==> config.mk <==
export PLATFORM = sky130hd
export DESIGN_NAME = intel_hex_record_encoder_core_flat
export DESIGN_NICKNAME = d
export VERILOG_FILES = /design/src/rtl/core/ihexe_pkg.sv /design/src/rtl/core/ihexe_if.sv /design/src/rtl/core/intel_hex_record_encoder_core.sv /design/src/rtl/core/ihexe_ctrl.sv /design/src/rtl/core/ihexe_dp.sv /design/src/flat_wrapper.sv
export SDC_FILE = /design/constraint.sdc
export NUM_CORES = 1
export LEC_CHECK = 0
export ABC_AREA = 1
export BUFFER_PORTS_ARGS = -buffer_cell sky130_fd_sc_hd__buf_4
export CORE_ASPECT_RATIO = 1.2
export CORE_UTILIZATION = 60
export DETAILED_ROUTE_END_ITERATION = 16
export HOLD_SLACK_MARGIN = 0.02
export PLACE_DENSITY_LB_ADDON = 0.1
export SLEW_MARGIN = 20
export SYNTH_ARGS = -nofsm -noshare
export SYNTH_HDL_FRONTEND = slang
export SYNTH_HIERARCHICAL = 1
export SYNTH_SLANG_ARGS = --single-unit
==> constraint.sdc <==
create_clock -name clock -period 7.7 [get_ports clock]
set_clock_uncertainty 0.1 [all_clocks]
set_input_delay 0.385 -clock clock [delete_from_list [all_inputs] [get_ports clock]]
set_output_delay 0.385 -clock clock [all_outputs]
set_load 0.01 [all_outputs]
==> src/rtl/core/ihexe_pkg.sv <==
// Shared types, constants and character helpers for the Intel HEX record encoder.
// No dependencies; the top level, ihexe_ctrl and ihexe_dp import this package.
package ihexe_pkg;

   localparam int MAX_RECORD_BYTES = 16;
   localparam int BUF_IDX_W        = $clog2(MAX_RECORD_BYTES);
   localparam int COUNT_W          = 5;
   localparam int POS_W            = 6;
   localparam int CSR_ADDR_W       = 3;
   localparam int CSR_DATA_W       = 32;

   localparam logic [COUNT_W-1:0] RESET_RECORD_LENGTH = 5'd4;
   localparam logic [COUNT_W-1:0] MAX_LEN             = 5'd16;
   localparam logic [0:0]         REG_RECORD_LENGTH   = 1'b0;

   localparam logic [7:0] CHAR_COLON    = 8'h3A;
   localparam logic [7:0] CHAR_NEWLINE  = 8'h0A;
   localparam logic [7:0] REC_TYPE_DATA = 8'h00;
   localparam logic [POS_W-1:0] EOR_LAST_POS = 6'd11;

   typedef enum logic [2:0] {
      S_IDLE = 3'b001,
      S_REC  = 3'b010,
      S_EOR  = 3'b100
   } state_type;

   typedef struct packed {
      logic accept;
      logic emit_rec;
      logic emit_eor;
      logic clear_pos;
   } ctrl_cmd_type;

   typedef struct packed {
      logic item_emits;
      logic out_free;
      logic rec_final;
      logic eor_final;
      logic eos_pending;
   } dp_status_type;

   function automatic logic [7:0] hex_char(input logic [3:0] nibble);
      logic [7:0] wide;
      wide = {4'h0, nibble};
      hex_char = (nibble < 4'd10) ? (8'h30 + wide) : (8'h37 + wide);
   endfunction

   // end record ":00000001FF" and newline
   function automatic logic [7:0] eor_char(input logic [3:0] idx);
      case (idx)
         4'd0:    eor_char = CHAR_COLON;
         4'd8:    eor_char = 8'h31;
         4'd9:    eor_char = 8'h46;
         4'd10:   eor_char = 8'h46;
         4'd11:   eor_char = CHAR_NEWLINE;
         default: eor_char = 8'h30;
      endcase
   endfunction

endpackage

==> src/rtl/core/ihexe_if.sv <==
// Request and response channel interfaces of the Intel HEX record encoder.
// Depends on nothing; used by the top level and its environment.
interface ihexe_req_if;
   logic       valid;
   logic       ready;
   logic [7:0] data_byte;
   logic       end_of_stream;

   modport source(output valid, data_byte, end_of_stream, input ready);
   modport sink(input valid, data_byte, end_of_stream, output ready);
endinterface

interface ihexe_rsp_if;
   logic       valid;
   logic       ready;
   logic [7:0] ascii_char;
   logic       last_char;

   modport source(output valid, ascii_char, last_char, input ready);
   modport sink(input valid, ascii_char, last_char, output ready);
endinterface

==> src/rtl/core/intel_hex_record_encoder_core.sv <==
// Top level of the Intel HEX record encoder: channels, length register, ctrl and datapath.
// Depends on ihexe_pkg, ihexe_if, ihexe_ctrl and ihexe_dp.
//
//   channel  direction  handshake      payload
//   req_if   in         valid/ready    data_byte[7:0], end_of_stream
//   rsp_if   out        valid/ready    ascii_char[7:0], last_char
//   csr_*    in         APB write/read record_length[4:0] at any address with paddr[2] low
//
// A request is taken only while no record is being emitted.
// A request that completes a record emits 2*count+12 characters, one per cycle, from the
// character serializer; end of stream adds 12 more for the end record.
// A stalled response holds the serializer; one output register decouples the two sides.
// Synchronous reset clears the record state and sets record_length to 4.
module intel_hex_record_encoder_core
   import ihexe_pkg::*;
(
   input  logic                  clock,
   input  logic                  reset,
   ihexe_req_if.sink             req_if,
   ihexe_rsp_if.source           rsp_if,
   input  logic                  csr_psel,
   input  logic                  csr_penable,
   input  logic                  csr_pwrite,
   input  logic [CSR_ADDR_W-1:0] csr_paddr,
   input  logic [CSR_DATA_W-1:0] csr_pwdata,
   output logic [CSR_DATA_W-1:0] csr_prdata,
   output logic                  csr_pready
);

   logic [COUNT_W-1:0] record_length_ff, record_length_in;
   logic [COUNT_W-1:0] len_eff;
   logic               csr_hit;
   ctrl_cmd_type       cmd;
   dp_status_type      status;

   assign csr_pready = 1'b1;
   assign csr_hit    = (csr_paddr[2] == REG_RECORD_LENGTH);

   always_comb begin
      record_length_in = record_length_ff;
      if (csr_psel && csr_penable && csr_pwrite && csr_hit) begin
         record_length_in = csr_pwdata[COUNT_W-1:0];
      end
      csr_prdata = csr_hit ? {{(CSR_DATA_W-COUNT_W){1'b0}}, record_length_ff} : '0;
      if (record_length_ff == '0) begin
         len_eff = 5'd1;
      end else if (record_length_ff > MAX_LEN) begin
         len_eff = MAX_LEN;
      end else begin
         len_eff = record_length_ff;
      end
   end

   always_ff @(posedge clock) begin
      if (reset) begin
         record_length_ff <= RESET_RECORD_LENGTH;
      end else begin
         record_length_ff <= record_length_in;
      end
   end

   ihexe_ctrl u_ctrl (
      .clock     (clock),
      .reset     (reset),
      .req_valid (req_if.valid),
      .req_ready (req_if.ready),
      .status    (status),
      .cmd       (cmd)
   );

   ihexe_dp u_dp (
      .clock         (clock),
      .reset         (reset),
      .record_len    (len_eff),
      .data_byte     (req_if.data_byte),
      .end_of_stream (req_if.end_of_stream),
      .cmd           (cmd),
      .status        (status),
      .rsp_valid     (rsp_if.valid),
      .rsp_ready     (rsp_if.ready),
      .ascii_char    (rsp_if.ascii_char),
      .last_char     (rsp_if.last_char)
   );

endmodule

==> src/rtl/core/ihexe_ctrl.sv <==
// Controller state machine of the Intel HEX record encoder.
// Depends on ihexe_pkg; drives commands to and reads status from ihexe_dp.
module ihexe_ctrl
   import ihexe_pkg::*;
(
   input  logic          clock,
   input  logic          reset,
   input  logic          req_valid,
   output logic          req_ready,
   input  dp_status_type status,
   output ctrl_cmd_type  cmd
);

   state_type state_ff, state_in;

   always_comb begin
      state_in      = state_ff;
      cmd           = '0;
      req_ready     = 1'b0;
      case (state_ff)
         S_IDLE: begin
            req_ready = 1'b1;
            if (req_valid) begin
               cmd.accept = 1'b1;
               if (status.item_emits) begin
                  state_in = S_REC;
               end
            end
         end
         S_REC: begin
            if (status.out_free) begin
               cmd.emit_rec = 1'b1;
               if (status.rec_final) begin
                  cmd.clear_pos = 1'b1;
                  state_in      = status.eos_pending ? S_EOR : S_IDLE;
               end
            end
         end
         S_EOR: begin
            if (status.out_free) begin
               cmd.emit_eor = 1'b1;
               if (status.eor_final) begin
                  cmd.clear_pos = 1'b1;
                  state_in      = S_IDLE;
               end
            end
         end
         default: begin
            state_in = S_IDLE;
         end
      endcase
   end

   always_ff @(posedge clock) begin
      if (reset) begin
         state_ff <= S_IDLE;
      end else begin
         state_ff <= state_in;
      end
   end

`ifndef SYNTHESIS
   a_eor_needs_eos: assert property (@(posedge clock) disable iff (reset)
      (state_ff == S_EOR) |-> status.eos_pending)
      else $error("end record emitted without end of stream");

   a_rec_exit: assert property (@(posedge clock) disable iff (reset)
      (cmd.emit_rec && status.rec_final) |=> (state_ff == S_EOR || state_ff == S_IDLE))
      else $error("record did not terminate");

   a_state_onehot: assert property (@(posedge clock) disable iff (reset)
      $onehot(state_ff))
      else $error("controller state not one-hot");
`endif

endmodule

==> src/rtl/core/ihexe_dp.sv <==
// Datapath of the Intel HEX record encoder: byte buffer, record state, character output.
// Depends on ihexe_pkg; steered by ihexe_ctrl.
module ihexe_dp
   import ihexe_pkg::*;
(
   input  logic               clock,
   input  logic               reset,
   input  logic [COUNT_W-1:0] record_len,
   input  logic [7:0]         data_byte,
   input  logic               end_of_stream,
   input  ctrl_cmd_type       cmd,
   output dp_status_type      status,
   output logic               rsp_valid,
   input  logic               rsp_ready,
   output logic [7:0]         ascii_char,
   output logic               last_char
);

   logic [7:0]         buf_ff [MAX_RECORD_BYTES];
   logic [COUNT_W-1:0] fill_ff, fill_in;
   logic [15:0]        addr_ff, addr_in;
   logic [7:0]         sum_ff, sum_in;
   logic [COUNT_W-1:0] count_ff;
   logic [15:0]        rec_addr_ff;
   logic [7:0]         cks_ff;
   logic               eos_ff;
   logic [POS_W-1:0]   pos_ff, pos_in;
   logic               out_valid_ff, out_valid_in;
   logic [7:0]         out_char_ff, out_char_in;
   logic               out_last_ff, out_last_in;

   logic [COUNT_W-1:0] fill_new;
   logic               full;
   logic [7:0]         sum_new;
   logic [15:0]        rec_addr_new;
   logic [7:0]         cks_new;
   logic [POS_W-1:0]   hp;
   logic [4:0]         byte_idx;
   logic [4:0]         buf_sel;
   logic [7:0]         sel_byte;
   logic [3:0]         nibble;
   logic [7:0]         rec_char;
   logic [POS_W-1:0]   rec_last_pos;

   always_comb begin
      fill_new     = fill_ff + 5'd1;
      full         = (fill_new >= record_len);
      sum_new      = sum_ff + data_byte;
      rec_addr_new = full ? addr_ff : 16'h0000;
      cks_new      = 8'h00 - ({3'b000, fill_new} + rec_addr_new[15:8]
                              + rec_addr_new[7:0] + REC_TYPE_DATA + sum_new);

      fill_in = fill_ff;
      sum_in  = sum_ff;
      addr_in = addr_ff;
      if (cmd.accept) begin
         fill_in = (full || end_of_stream) ? '0 : fill_new;
         sum_in  = (full || end_of_stream) ? 8'h00 : sum_new;
         if (end_of_stream) begin
            addr_in = 16'h0000;
         end else if (full) begin
            addr_in = addr_ff + 16'd1;
         end
      end
   end

   // character of the data record at the current position
   always_comb begin
      rec_last_pos = {count_ff, 1'b0} + 6'd11;
      hp           = pos_ff - 6'd1;
      byte_idx     = hp[5:1];
      buf_sel      = count_ff + 5'd3 - byte_idx;
      if (byte_idx == 5'd0) begin
         sel_byte = {3'b000, count_ff};
      end else if (byte_idx == 5'd1) begin
         sel_byte = rec_addr_ff[15:8];
      end else if (byte_idx == 5'd2) begin
         sel_byte = rec_addr_ff[7:0];
      end else if (byte_idx == 5'd3) begin
         sel_byte = REC_TYPE_DATA;
      end else if (byte_idx == count_ff + 5'd4) begin
         sel_byte = cks_ff;
      end else begin
         sel_byte = buf_ff[buf_sel[BUF_IDX_W-1:0]];
      end
      nibble = hp[0] ? sel_byte[3:0] : sel_byte[7:4];
      if (pos_ff == '0) begin
         rec_char = CHAR_COLON;
      end else if (pos_ff == rec_last_pos) begin
         rec_char = CHAR_NEWLINE;
      end else begin
         rec_char = hex_char(nibble);
      end
   end

   always_comb begin
      status.item_emits  = full || end_of_stream;
      status.out_free    = !out_valid_ff || rsp_ready;
      status.rec_final   = (pos_ff == rec_last_pos);
      status.eor_final   = (pos_ff == EOR_LAST_POS);
      status.eos_pending = eos_ff;

      pos_in = pos_ff;
      if (cmd.accept || cmd.clear_pos) begin
         pos_in = '0;
      end else if (cmd.emit_rec || cmd.emit_eor) begin
         pos_in = pos_ff + 6'd1;
      end

      out_valid_in = out_valid_ff && !rsp_ready;
      out_char_in  = out_char_ff;
      out_last_in  = out_last_ff;
      if (cmd.emit_rec) begin
         out_valid_in = 1'b1;
         out_char_in  = rec_char;
         out_last_in  = status.rec_final && !eos_ff;
      end else if (cmd.emit_eor) begin
         out_valid_in = 1'b1;
         out_char_in  = eor_char(pos_ff[3:0]);
         out_last_in  = status.eor_final;
      end
   end

   always_ff @(posedge clock) begin
      if (reset) begin
         fill_ff      <= '0;
         sum_ff       <= 8'h00;
         addr_ff      <= 16'h0000;
         pos_ff       <= '0;
         out_valid_ff <= 1'b0;
      end else begin
         fill_ff      <= fill_in;
         sum_ff       <= sum_in;
         addr_ff      <= addr_in;
         pos_ff       <= pos_in;
         out_valid_ff <= out_valid_in;
      end
   end

   always_ff @(posedge clock) begin
      if (cmd.accept) begin
         buf_ff[fill_ff[BUF_IDX_W-1:0]] <= data_byte;
         count_ff    <= fill_new;
         rec_addr_ff <= rec_addr_new;
         cks_ff      <= cks_new;
         eos_ff      <= end_of_stream;
      end
      out_char_ff <= out_char_in;
      out_last_ff <= out_last_in;
   end

   assign rsp_valid  = out_valid_ff;
   assign ascii_char = out_char_ff;
   assign last_char  = out_last_ff;

`ifndef SYNTHESIS
   a_fill_bound: assert property (@(posedge clock) disable iff (reset)
      fill_ff < MAX_LEN)
      else $error("fill count reached a full record without emitting");

   a_pos_restart: assert property (@(posedge clock) disable iff (reset)
      cmd.accept |=> (pos_ff == '0))
      else $error("position not cleared on request");

   a_last_rec: assert property (@(posedge clock) disable iff (reset)
      (cmd.emit_rec && status.rec_final && !eos_ff) |=> (rsp_valid && last_char))
      else $error("record newline not marked last");
`endif

endmodule
==> src/flat_wrapper.sv <==
// flat-port wrapper written by rule: the top's interface ports become plain ports
module intel_hex_record_encoder_core_flat import ihexe_pkg::*;
  (clock, reset, csr_psel, csr_penable, csr_pwrite, csr_paddr, csr_pwdata, csr_prdata, csr_pready, req_if_valid, req_if_data_byte, req_if_end_of_stream, req_if_ready, rsp_if_valid, rsp_if_ascii_char, rsp_if_last_char, rsp_if_ready);
  ihexe_req_if req_if_i ();
  ihexe_rsp_if rsp_if_i ();
  input  logic clock;
  input  logic reset;
  input  logic csr_psel;
  input  logic csr_penable;
  input  logic csr_pwrite;
  input  logic [CSR_ADDR_W-1:0] csr_paddr;
  input  logic [CSR_DATA_W-1:0] csr_pwdata;
  output logic [CSR_DATA_W-1:0] csr_prdata;
  output logic csr_pready;
  input wire logic [$bits(req_if_i.valid)-1:0] req_if_valid;
  input wire logic [$bits(req_if_i.data_byte)-1:0] req_if_data_byte;
  input wire logic [$bits(req_if_i.end_of_stream)-1:0] req_if_end_of_stream;
  output wire logic [$bits(req_if_i.ready)-1:0] req_if_ready;
  output wire logic [$bits(rsp_if_i.valid)-1:0] rsp_if_valid;
  output wire logic [$bits(rsp_if_i.ascii_char)-1:0] rsp_if_ascii_char;
  output wire logic [$bits(rsp_if_i.last_char)-1:0] rsp_if_last_char;
  input wire logic [$bits(rsp_if_i.ready)-1:0] rsp_if_ready;
  assign req_if_i.valid = req_if_valid;
  assign req_if_i.data_byte = req_if_data_byte;
  assign req_if_i.end_of_stream = req_if_end_of_stream;
  assign req_if_ready = req_if_i.ready;
  assign rsp_if_valid = rsp_if_i.valid;
  assign rsp_if_ascii_char = rsp_if_i.ascii_char;
  assign rsp_if_last_char = rsp_if_i.last_char;
  assign rsp_if_i.ready = rsp_if_ready;
  intel_hex_record_encoder_core u_core (.clock(clock), .reset(reset), .req_if(req_if_i), .rsp_if(rsp_if_i), .csr_psel(csr_psel), .csr_penable(csr_penable), .csr_pwrite(csr_pwrite), .csr_paddr(csr_paddr), .csr_pwdata(csr_pwdata), .csr_prdata(csr_prdata), .csr_pready(csr_pready));
endmodule
-- Word level (Yosys, flattened, before mapping)
Memories as Yosys holds them, arrays and structs flattened.
Cells that the tools add are included.
- multiplexer cells: 45
- reductions and logical operators: 22
- eq/ne operators: 19
- order comparisons: 3
- add/subtract/negate cells: 15
- bitwise operators: 1
- operators with widths (cell ; count):
    two-way mux 8 bit ; 8
    two-way mux 16 bit ; 3
    one-hot mux 7 bit (4 select lines) ; 1
    adder 8 bit ; 3
    two-way mux 3 bit ; 7
    two-way mux 7 bit ; 3
    two-way mux 5 bit ; 4
    adder 16 x 1 -> 16 bit (second input constant) ; 1
    == test 4 bit (second input constant) ; 4
    two-way mux 1 bit ; 15
    adder 6 x 4 -> 7 bit (first input constant) ; 2
    == test 5 x 2 -> 1 bit (second input constant) ; 2
    logical NOT 5 bit ; 2
    inequality test 2 x 1 -> 1 bit (second input constant) ; 5
    one-hot mux 3 bit (3 select lines) ; 1
    adder 5 x 8 -> 8 bit ; 1
    subtractor 1 x 8 -> 8 bit (first input constant) ; 1
    adder 6 x 1 -> 6 bit (second input constant) ; 1
    adder 6 x 4 -> 6 bit (second input constant) ; 1
    == test 6 x 4 -> 1 bit (second input constant) ; 1
    == test 6 bit ; 1
    logical NOT 6 bit ; 1
    AND reduction 6 bit ; 1
    subtractor 6 x 1 -> 6 bit (second input constant) ; 1
    other kinds (24) ; 35
- bits of input ports: 51
- logic and storage cells: 119
- RAM bits: 128
- output and inout port bits: 44
- memories: 1
- bits in registers: 83
- memory list (name ; words ; width ; rd ports ; clocked after memory_dff ; wr ports ; RTL line ; RTL):
    u_core.u_dp.buf_ff ; 16 ; 8 ; 1 ; 0 ; 1 ; ihexe_dp.sv:19 ; logic [7:0] buf_ff [MAX_RECORD_BYTES];

-- Depth between registers and ports, before layout
Gate-level depths: netlist of run 1.
An unclocked memory read counts as a cell.
- depth after elaboration: 14
- mapped depth: 29
- depth with buffers taken out: 29

-- Hierarchy
The synthesis of run 1 kept the hierarchy.
- modules (own cells, without submodules) (module ; cells an instance ; area an instance (sq um) ; times used):
    ihexe_dp ; 1067 ; 10306.1 ; 1
    intel_hex_record_encoder_core ; 83 ; 521.8 ; 1
    ihexe_ctrl ; 42 ; 260.2 ; 1

-- Least setup slack after synthesis of run 1
No wires, ideal clock.
- kind: register to register
- from: register u_core.u_dp.fill_ff[0]
- to: register u_core.u_dp.cks_ff[7] (data pin)
- data required time: 7.337 ns
- cell stages (with the launch flop): 26
- path buffers: 2
- data arrival time: 4.726 ns
- library setup time: 0.263 ns
- path slack: 2.611 ns
- cell sequence: dfxtp_1 ha_1 nand3_1 xor2_1 ha_1 nand2_1 o21a_1 and3_1 clkbuf_1 clkbuf_1 nor2_1 inv_1 fa_1 inv_1 fa_1 inv_1 ha_1 ha_1 nand2_1 nor2_1 a211oi_1 o21bai_1 a21oi_1 xnor2_1 xnor2_1 xor2_1
- RTL lines (element ; RTL line ; RTL):
    start: declaration ; ihexe_dp.sv:20 ; logic [COUNT_W-1:0] fill_ff, fill_in;
    start signal: assignment ; ihexe_dp.sv:132 ; fill_ff <= fill_in;
    adder 5 x 1 -> 5 bit ; ihexe_dp.sv:46 ; fill_new = fill_ff + 5'd1;
    net u_core.u_dp.fill_new[4] ; ihexe_dp.sv:32 ; logic [COUNT_W-1:0] fill_new;
    >= comparator 5 bit ; ihexe_dp.sv:47 ; full = (fill_new >= record_len);
    two-way mux 16 bit ; ihexe_dp.sv:49 ; rec_addr_new = full ? addr_ff : 16'h0000;
    net u_core.u_dp.rec_addr_new[3] ; ihexe_dp.sv:35 ; logic [15:0] rec_addr_new;
    adder 8 bit (2 in a row) ; ihexe_dp.sv:51 ; + rec_addr_new[7:0] + REC_TYPE_DATA + sum_new);
    subtractor 1 x 8 -> 8 bit ; ihexe_dp.sv:50 ; cks_new = 8'h00 - ({3'b000, fill_new} + rec_addr_new[15:8]
    net u_core.u_dp.cks_new[7] ; ihexe_dp.sv:36 ; logic [7:0] cks_new;
    end signal: assignment ; ihexe_dp.sv:145 ; cks_ff <= cks_new;
    end: declaration ; ihexe_dp.sv:25 ; logic [7:0] cks_ff;
The timed path passes the listed nets, and every way through them passes these cells.
A chain may end at the register's enable or synchronous reset.

-- Worst setup path in the final report of run 1
Ends and elaborated chain as after synthesis.

==> results.rst, run 1 <==
.. list-table::
   :header-rows: 1

   * - Metric
     - Value
   * - Status
     - complete, no violations
   * - Period utilisation layout
     - 74.9%
   * - Worst slew pin tran
     - 859 ps
   * - Finish-stage setup viols
     - 0
   * - Floorplan die area
     - 19,000 um^2
   * - Standard-cell row count
     - 54
   * - Most frequent cell after synthesis
     - sky130_fd_sc_hd__nand2_1
   * - Wirelength, routed
     - 23,700 um
   * - Part of the total power dissipated in the clock network
     - 22.8%
   * - Worst slew margin relative to its limit
     - 42.6%
   * - Die width
     - 126 um
   * - Power per Cell Area
     - 377 nW/um^2
   * - Multi-input logic area
     - 4410 um^2
   * - Total via count in the routed design
     - 7,919
   * - Total half-perimeter wirelength after legalization and detailed placement
     - 16,500 um
   * - Warnings, synthesis
     - 6
   * - CP endpoint
     - u_core/u_dp/cks_ff[7]
   * - Fmax
     - 173 MHz
   * - Remaining design rule violation count
     - 0
   * - Worst setup margin
     - 1930 ps
   * - Fraction of final layout cells sized beyond drive strength 1
     - 10.2%
   * - Pin count of the biggest net entering global routing
     - 66
   * - Antenna Nets Post-Route
     - 0
   * - Primary FF master, synth
     - sky130_fd_sc_hd__edfxtp_1
   * - Worst slack at placement
     - 2010 ps
   * - Buffer type at the clock tree root
     - sky130_fd_sc_hd__clkbuf_16
   * - Origin of the critical flop-to-flop path
     - u_core/u_dp/fill_ff[0]
   * - I/O pin count
     - 95
   * - Via count of the first global-routing pass
     - 7,581
   * - Sequential cell area
     - 5870 um^2
   * - Growth of design area from synthesis to finish
     - 9.49%
   * - Proportion of power drawn by flip-flops and latches
     - 30.7%
   * - TritonCTS sink count
     - 210
   * - Proportion of total power due to net switching
     - 42.5%
   * - Die height
     - 151 um
   * - Drt first-iter violations
     - 544
   * - Switching pwr
     - 1.95 mW
   * - Routed wire per std cell
     - 16.2 um
   * - Post-CTS Setup Repair Bufs
     - 0
   * - Setup repair after global routing missed its margin
     - no
   * - Worst Path Buf+Inv
     - 2
   * - # fillers
     - 1,526
   * - Post-layout utilization of the core
     - 67.0%
   * - Total core area
     - 18,100 um^2
   * - Residual overflow from global routing
     - 0
   * - Max-slew violation count
     - 0
   * - Flip-flop and latch count after synthesis
     - 210
   * - Antenna violations before repair
     - 0
   * - Startpoint types
     - register
   * - Proportion of synthesized flip-flops having asynchronous set or reset
     - 0%
   * - Worst path top cell family by delay
     - adder cells
   * - Worst R2R End
     - u_core/u_dp/cks_ff[7]
   * - Crit path capture type
     - register
   * - Crit path required time
     - 7840 ps
   * - Bufs on Longest Clock Path
     - 3
   * - Number of enable flip-flop cells after synthesis
     - 166
   * - Flop-to-flop setup slack
     - 1930 ps
   * - Worst setup path class
     - register to register
   * - Resized cells post-CTS
     - 0
   * - Launch point of the worst path
     - u_core/u_dp/fill_ff[0]
   * - Global-route usage over all layers
     - 25.5%
   * - Deepest level of the CTS H-tree
     - 1
   * - Num CTS Buffers
     - 22
   * - Post-synthesis cell type count
     - 52
   * - Clock tree from TritonCTS
     - done
   * - Port-buffer cells
     - 36
   * - Max stage delay on crit path
     - 530 ps
   * - Total stage count of the critical path
     - 21
   * - Clock latency on the worst-skew pair
     - 500 ps
   * - Arrival @ worst endpoint
     - 5910 ps
   * - Cells after Synth
     - 1,192
   * - Critical path peak fanout
     - 15
   * - Setup_tns
     - 0 ps
   * - Average cell area after synthesis
     - 9.30 um^2
   * - Commonest cells in the synthesized netlist
     - sky130_fd_sc_hd__nand2_1 (293), sky130_fd_sc_hd__edfxtp_1 (166), sky130_fd_sc_hd__inv_1 (128)
   * - Overall power after layout
     - 4.58 mW
   * - Detailed-route vias per instance
     - 5.41
   * - Netlist area before placement
     - 11,100 um^2
   * - Number of nets at the end of the flow
     - 1,334
   * - Initial DRT Pass Iterations
     - 5
   * - Reg clk slew, reported paths
     - 60 ps
   * - Final hold vios
     - 0
   * - HP Class
     - input pin to register
   * - Minimum clock period after layout
     - 5770 ps
   * - Slowest cell on crit path
     - sky130_fd_sc_hd__dfxtp_1
   * - Cell internal pwr
     - 2.63 mW
   * - Logic gate share of total power
     - 46.5%
   * - Crit path cell chain
     - ha_1, nand3_1, xor2_1, ha_1, a21oi_1, o21a_1, and3_1, nor2_1, fa_1, inv_1, fa_1, fa_1, ha_1, inv_1, nor2_1, a211oi_1, o21bai_1, a21oi_1, xnor2_1, xnor2_1, xor2_1
   * - Portion of synthesized cell area occupied by the leading cell type
     - 45.0%
   * - Part of the Yosys area used for sequential elements
     - 52.9%
   * - Final weighted congestion in routability-driven placement
     - 0.867
   * - Global-route wire length before repair
     - 37,600 um
   * - Starting Density
     - 61.2%
   * - Max cap viols
     - 0
   * - Worst IR drop on VDD
     - 0.320 mV
   * - Count of inserted antenna diode cells
     - 0
   * - Main area contributors after synthesis
     - sky130_fd_sc_hd__edfxtp_1 (45%), sky130_fd_sc_hd__nand2_1 (9.9%), sky130_fd_sc_hd__dfxtp_1 (7.9%), sky130_fd_sc_hd__nand3_1 (5.4%), sky130_fd_sc_hd__ha_1 (5.0%)
   * - Reported leakage power
     - 5.01 nW
   * - Leading area contributor after synthesis
     - sky130_fd_sc_hd__edfxtp_1
   * - Worst hold path stage count
     - 2
   * - R2R depth
     - 21
[sequential cells by signal (all words and copies together) (netlist names), 3 cells and up]
signal / flops
u_core/record_length_ff: 5
u_core/u_dp/sum_ff: 8
u_core/u_dp/rec_addr_ff: 16
u_core/u_ctrl/state_ff: 3
u_core/u_dp/addr_ff: 16
u_core/u_dp/pos_ff: 6
u_core/u_dp/buf_ff: 128
u_core/u_dp/fill_ff: 5
u_core/u_dp/count_ff: 5
u_core/u_dp/cks_ff: 8
u_core/u_dp/ascii_char: 7
[layout make-up]
type / count / share of cell area [%]
multi-input combinational: 805 / 36.3
sequential: 210 / 48.3
inverter: 143 / 4.42
timing repair buffer: 43 / 2.70
tap: 224 / 2.31
clock inverter: 14 / 1.07
clock buffer: 26 / 4.83
[metal layers]
layer / vias to the layer above / global-route usage (%) / share of wire [%] / wire length, um
li1: 3954 / - / - / -
met1: 3749 / 30.6 / 41 / 9740
met2: 173 / 47.8 / 52 / 12400
met3: 43 / 2.79 / 4.1 / 971
met4: 0 / 8.43 / 2.6 / 607
met5: - / 0 / 0 / 0
[worst reg2reg max path, cell delays in order (launching register included)]
cell	delay, ps
sky130_fd_sc_hd__dfxtp_1	530
sky130_fd_sc_hd__ha_1	280
sky130_fd_sc_hd__nand3_1	130
sky130_fd_sc_hd__xor2_1	290
sky130_fd_sc_hd__ha_1	330
sky130_fd_sc_hd__a21oi_1	170
sky130_fd_sc_hd__o21a_1	130
sky130_fd_sc_hd__and3_1	500
sky130_fd_sc_hd__nor2_1	220
sky130_fd_sc_hd__fa_1	470
sky130_fd_sc_hd__inv_1	90
sky130_fd_sc_hd__fa_1	430
sky130_fd_sc_hd__fa_1	470
sky130_fd_sc_hd__ha_1	210
sky130_fd_sc_hd__inv_1	90
sky130_fd_sc_hd__nor2_1	60
sky130_fd_sc_hd__a211oi_1	320
sky130_fd_sc_hd__o21bai_1	120
sky130_fd_sc_hd__a21oi_1	170
sky130_fd_sc_hd__xnor2_1	150
sky130_fd_sc_hd__xnor2_1	100
sky130_fd_sc_hd__xor2_1	140
[worst min-delay path by stage]
stage	slack [ps]	end	from
floorplan	330	u_core/u_dp/sum_ff[0]	u_core/u_dp/sum_ff[0]
global placement	340	u_core/u_dp/sum_ff[0]	u_core/u_dp/sum_ff[0]
detailed placement	350	u_core/u_dp/sum_ff[6]	u_core/u_dp/sum_ff[6]
CTS	50	u_core/u_dp/addr_ff[1]	reset
global route	50	u_core/u_dp/addr_ff[1]	reset
finish	60	u_core/u_dp/addr_ff[1]	reset
[stage by stage]
stage / instance area [um^2] / cells / hold slack (ps)
2_1_floorplan: 11200 / 1218 / 332
3_5_place_dp: 11400 / 1423 / 351
5_1_grt: 12100 / 1465 / 54.5
4_1_cts: 12100 / 1465 / 48.1
3_3_place_gp: 11400 / 1423 / 343
6_report: 12100 / 1465 / 60.8
[cells by family (layout without fill, tap and decap cells)]
group	after synthesis	count (layout)	synth area share [%]
buf+inv	203	226	8.27
simple gates	580	580	23.2
xor+xnor	28	28	2.52
other cells	3	29	0.102
fa+ha+maj	58	58	7.49
compound gates	110	110	5.54
flops	210	210	52.9
[power by group through the flow]
stage	combinational (mW)	sequential [mW]	clock, mW
floorplan	1.58	1.41	0
global placement	2.08	1.43	0
detailed placement	2.11	1.43	0
CTS	2.13	1.41	1.07
global route	2.37	1.41	1.11
finish	2.13	1.41	1.05
[timing repair]
| item | CTS | global route |
|---|---|---|
| endpoints found under the hold margin | 2 | 0 |
| setup endpoints to repair | 0 | 0 |
| hold buffers | 2 | 0 |
[cell usage in the layout (no fill, tap or decap), drive strengths merged, types with 2 or more instances in the layout]
cell type	synthesis	final
a21oi	44	44
o22ai	3	3
xnor2	15	15
xor2	13	13
or2	4	4
ha	44	44
o211ai	2	2
conb	3	29
clkinv	0	8
inv	143	144
o21ai	41	41
nand3	125	125
nor3	12	12
o21bai	4	4
nand3b	7	7
nor2	116	116
bufinv	0	2
edfxtp	166	166
clkbuf	13	26
o21a	6	6
nor4	3	3
nand4	7	7
dlygate4sd3	0	2
a211oi	3	3
buf	47	41
fa	14	14
clkinvlp	0	3
nand2	303	303
dfxtp	44	44
(Power assumes the default switching activity.)
==> inputs of run 2 (changes only) <==
==> constraint.sdc (replaced) <==
create_clock -name clock -period 5.7 [get_ports clock]
set_clock_uncertainty 0.1 [all_clocks]
set_input_delay 0.285 -clock clock [delete_from_list [all_inputs] [get_ports clock]]
set_output_delay 0.285 -clock clock [all_outputs]
set_load 0.01 [all_outputs]
==> results.rst, run 2 (synthesized netlist as in run 1, its figures left out) <==
.. list-table::
   :header-rows: 1

   * - Metric
     - Value
   * - Growth of design area from synthesis to finish
     - 10.6% (was 9.49%)
   * - Detailed-route vias per instance
     - 5.37 (was 5.41)
   * - Worst slew pin tran
     - 856 ps (was 859 ps)
   * - HP Class
     - input pin to register (unchanged)
   * - Buffer type at the clock tree root
     - sky130_fd_sc_hd__clkbuf_16 (unchanged)
   * - Largest register FFs
     - 128 (unchanged)
   * - Worst slew margin relative to its limit
     - 42.7% (was 42.6%)
   * - Total via count in the routed design
     - 7,917 (was 7,919)
   * - Period utilisation layout
     - 92.9% (was 74.9%)
   * - Pin count of the biggest net entering global routing
     - 65 (was 66)
   * - Origin of the critical flop-to-flop path
     - u_core/u_dp/fill_ff[0] (unchanged)
   * - Critical path peak fanout
     - 15 (unchanged)
   * - Launch point of the worst hold path
     - req_if_data_byte[7] (was reset)
   * - Crit path top cell by count
     - sky130_fd_sc_hd__inv_1
   * - Standard-cell row count
     - 54 (unchanged)
   * - Slowest cell on crit path
     - sky130_fd_sc_hd__fa_1 (was sky130_fd_sc_hd__dfxtp_1)
   * - Status
     - complete, no violations (unchanged)
   * - Number of nets at the end of the flow
     - 1,344 (was 1,334)
   * - TritonCTS sink count
     - 210 (unchanged)
   * - Finish-stage setup viols
     - 0 (unchanged)
   * - Reg clk slew, reported paths
     - 60 ps (about the same)
   * - Count of inserted antenna diode cells
     - 0 (unchanged)
   * - Num CTS Buffers
     - 22 (unchanged)
   * - Max cap viols
     - 0 (unchanged)
   * - Antenna Nets Post-Route
     - 0 (unchanged)
   * - Crit path required time
     - 5840 ps (was 7840 ps)
   * - Starting Density
     - 61.2% (unchanged)
   * - Final weighted congestion in routability-driven placement
     - 0.873 (was 0.867)
   * - Fraction of final layout cells sized beyond drive strength 1
     - 10.1% (was 10.2%)
   * - Total stage count of the critical path
     - 25 (was 21)
   * - Total half-perimeter wirelength after legalization and detailed placement
     - 16,600 um (was 16,500 um)
   * - Worst Hold Slack
     - 40.3 ps (was 60.8 ps)
   * - Worst hold path stage count
     - 1 (was 2)
   * - Port-buffer cells
     - 36 (unchanged)
   * - Startpoint types
     - register (unchanged)
   * - Die width
     - 126 um (unchanged)
   * - Clock tree from TritonCTS
     - done (unchanged)
   * - Wirelength, routed
     - 23,800 um (was 23,700 um)
   * - Initial DRT Pass Iterations
     - 5 (unchanged)
   * - Antenna violations before repair
     - 0 (unchanged)
   * - Arrival @ worst endpoint
     - 5440 ps (was 5910 ps)
   * - R2R depth
     - 25 (was 21)
   * - Worst Path Buf+Inv
     - 6 (was 2)
   * - Power per Cell Area
     - 512 nW/um^2 (was 377 nW/um^2)
   * - Worst IR drop on VDD
     - 0.421 mV (was 0.320 mV)
   * - Final hold vios
     - 0 (unchanged)
   * - Top library cells by usage in the layout, fill and taps aside
     - sky130_fd_sc_hd__nand2_1 (293), sky130_fd_sc_hd__edfxtp_1 (166), sky130_fd_sc_hd__inv_1 (128) (unchanged)
   * - Commonest non-fill, non-tap cell in the layout
     - sky130_fd_sc_hd__nand2_1 (unchanged)
   * - I/O pin count
     - 95 (unchanged)
   * - Worst path top cell family by delay
     - adder cells (unchanged)
   * - Max stage delay on crit path
     - 530 ps (about the same)
   * - Total core area
     - 18,100 um^2 (unchanged)
   * - Residual overflow from global routing
     - 0 (unchanged)
   * - Crit path capture type
     - register (unchanged)
   * - Clock latency on the worst-skew pair
     - 500 ps (about the same)
   * - Setup repair after global routing missed its margin
     - no (unchanged)
   * - Worst setup path class
     - register to register (unchanged)
   * - Setup_tns
     - 0 ps (unchanged)
   * - Fmax
     - 189 MHz (was 173 MHz)
   * - Global-route usage over all layers
     - 25.4% (was 25.5%)
   * - Overall power after layout
     - 6.28 mW (was 4.58 mW)
   * - Global-route wire length before repair
     - 37,400 um (was 37,600 um)
   * - Drt first-iter violations
     - 613 (was 544)
   * - Launch point of the worst path
     - u_core/u_dp/fill_ff[0] (unchanged)
   * - Minimum clock period after layout
     - 5290 ps (was 5770 ps)
   * - Multi-input logic area
     - 4410 um^2 (about the same)
   * - # fillers
     - 1,459 (was 1,526)
   * - Sequential cell area
     - 5870 um^2 (unchanged)
   * - Deepest level of the CTS H-tree
     - 1 (unchanged)
   * - Via count of the first global-routing pass
     - 7,403 (was 7,581)
   * - Routed wire per std cell
     - 16.1 um (was 16.2 um)
   * - Reported leakage power
     - 5.06 nW (was 5.01 nW)
   * - Bufs on Longest Clock Path
     - 3 (unchanged)
   * - Die height
     - 151 um (unchanged)
   * - Remaining design rule violation count
     - 0 (unchanged)
   * - Post-layout utilization of the core
     - 67.7% (was 67.0%)
   * - Max-slew violation count
     - 0 (unchanged)
   * - Floorplan die area
     - 19,000 um^2 (unchanged)
[run 2: cell count changes in the layout (fill, tap and decap cells not counted), sizes merged]
cell and change:
buf +4, bufinv +1, clkbuf +4, clkinv -3, clkinvlp -2, dlygate4sd3 +6
inv -1
[run 2: timing repair]
action / 4_1_cts / 5_1_grt
hold buffers: 8 / 0
endpoints found under the hold margin: 12 / 0
setup endpoints to repair: 0 / 1
gates resized for setup: 0 / 1
buffers inserted: 0 / 0
[run 2: worst paths after layout]
kind                              end  slack [ps]
max reg2reg     u_core/u_dp/cks_ff[7]         410
min          u_core/u_dp/buf_ff[0][7]          40
max             u_core/u_dp/cks_ff[7]         410
min reg2reg     u_core/u_dp/sum_ff[4]         360
[run 2: power by group]
part	switching, mW	internal [mW]	leakage [nW]
Combinational	1.98	0.947	2.85
Sequential	0.0722	1.82	1.86
Clock	0.570	0.885	0.353
Total	2.62	3.65	5.06
[run 2: routing by layer]
layer / vias up / share of wire [%] / global-route usage (%)
met5: - / 0 / 0
met4: 0 / 2.6 / 9.22
met3: 37 / 4.0 / 2.83
met2: 195 / 52 / 46.9
met1: 3706 / 41 / 30.6
li1: 3979 / - / -
[run 2: area by class of cell]
class	count	area share, %
inverters	143	4.38
well taps	224	2.29
flip-flops and latches	210	47.9
multi-input cells	805	36.0
repair buffers	53	3.51
clock inverters	9	0.970
clock buffers	30	4.99
[run 2: through the flow]
step                      cell area [um^2]  instances  setup WS (ps)
final                                12300       1474            405
after global routing                 12300       1474           10.8
after CTS                            12300       1474            300
after detailed placement             11400       1427            331
after global placement               11400       1427            471
after floorplan                      11200       1218            611
[run 2: worst reg2reg max path, stage by stage, from the launching register on]
cell and delay, ps:
sky130_fd_sc_hd__dfxtp_1 410, sky130_fd_sc_hd__buf_4 170, sky130_fd_sc_hd__nand3_1 100, sky130_fd_sc_hd__xor2_1 220, sky130_fd_sc_hd__inv_1 160, sky130_fd_sc_hd__ha_1 320
sky130_fd_sc_hd__nand2_1 70, sky130_fd_sc_hd__inv_1 60, sky130_fd_sc_hd__nand4_1 80, sky130_fd_sc_hd__and3_2 330, sky130_fd_sc_hd__nor2_1 150, sky130_fd_sc_hd__inv_1 80
sky130_fd_sc_hd__fa_1 530, sky130_fd_sc_hd__inv_1 50, sky130_fd_sc_hd__fa_1 490, sky130_fd_sc_hd__inv_1 40, sky130_fd_sc_hd__ha_1 310, sky130_fd_sc_hd__ha_1 300
sky130_fd_sc_hd__nand2_1 70, sky130_fd_sc_hd__nor2_1 40, sky130_fd_sc_hd__a211oi_1 300, sky130_fd_sc_hd__o21bai_1 110, sky130_fd_sc_hd__a21oi_1 160, sky130_fd_sc_hd__xnor2_1 150
sky130_fd_sc_hd__xnor2_1 110, sky130_fd_sc_hd__xor2_1 140
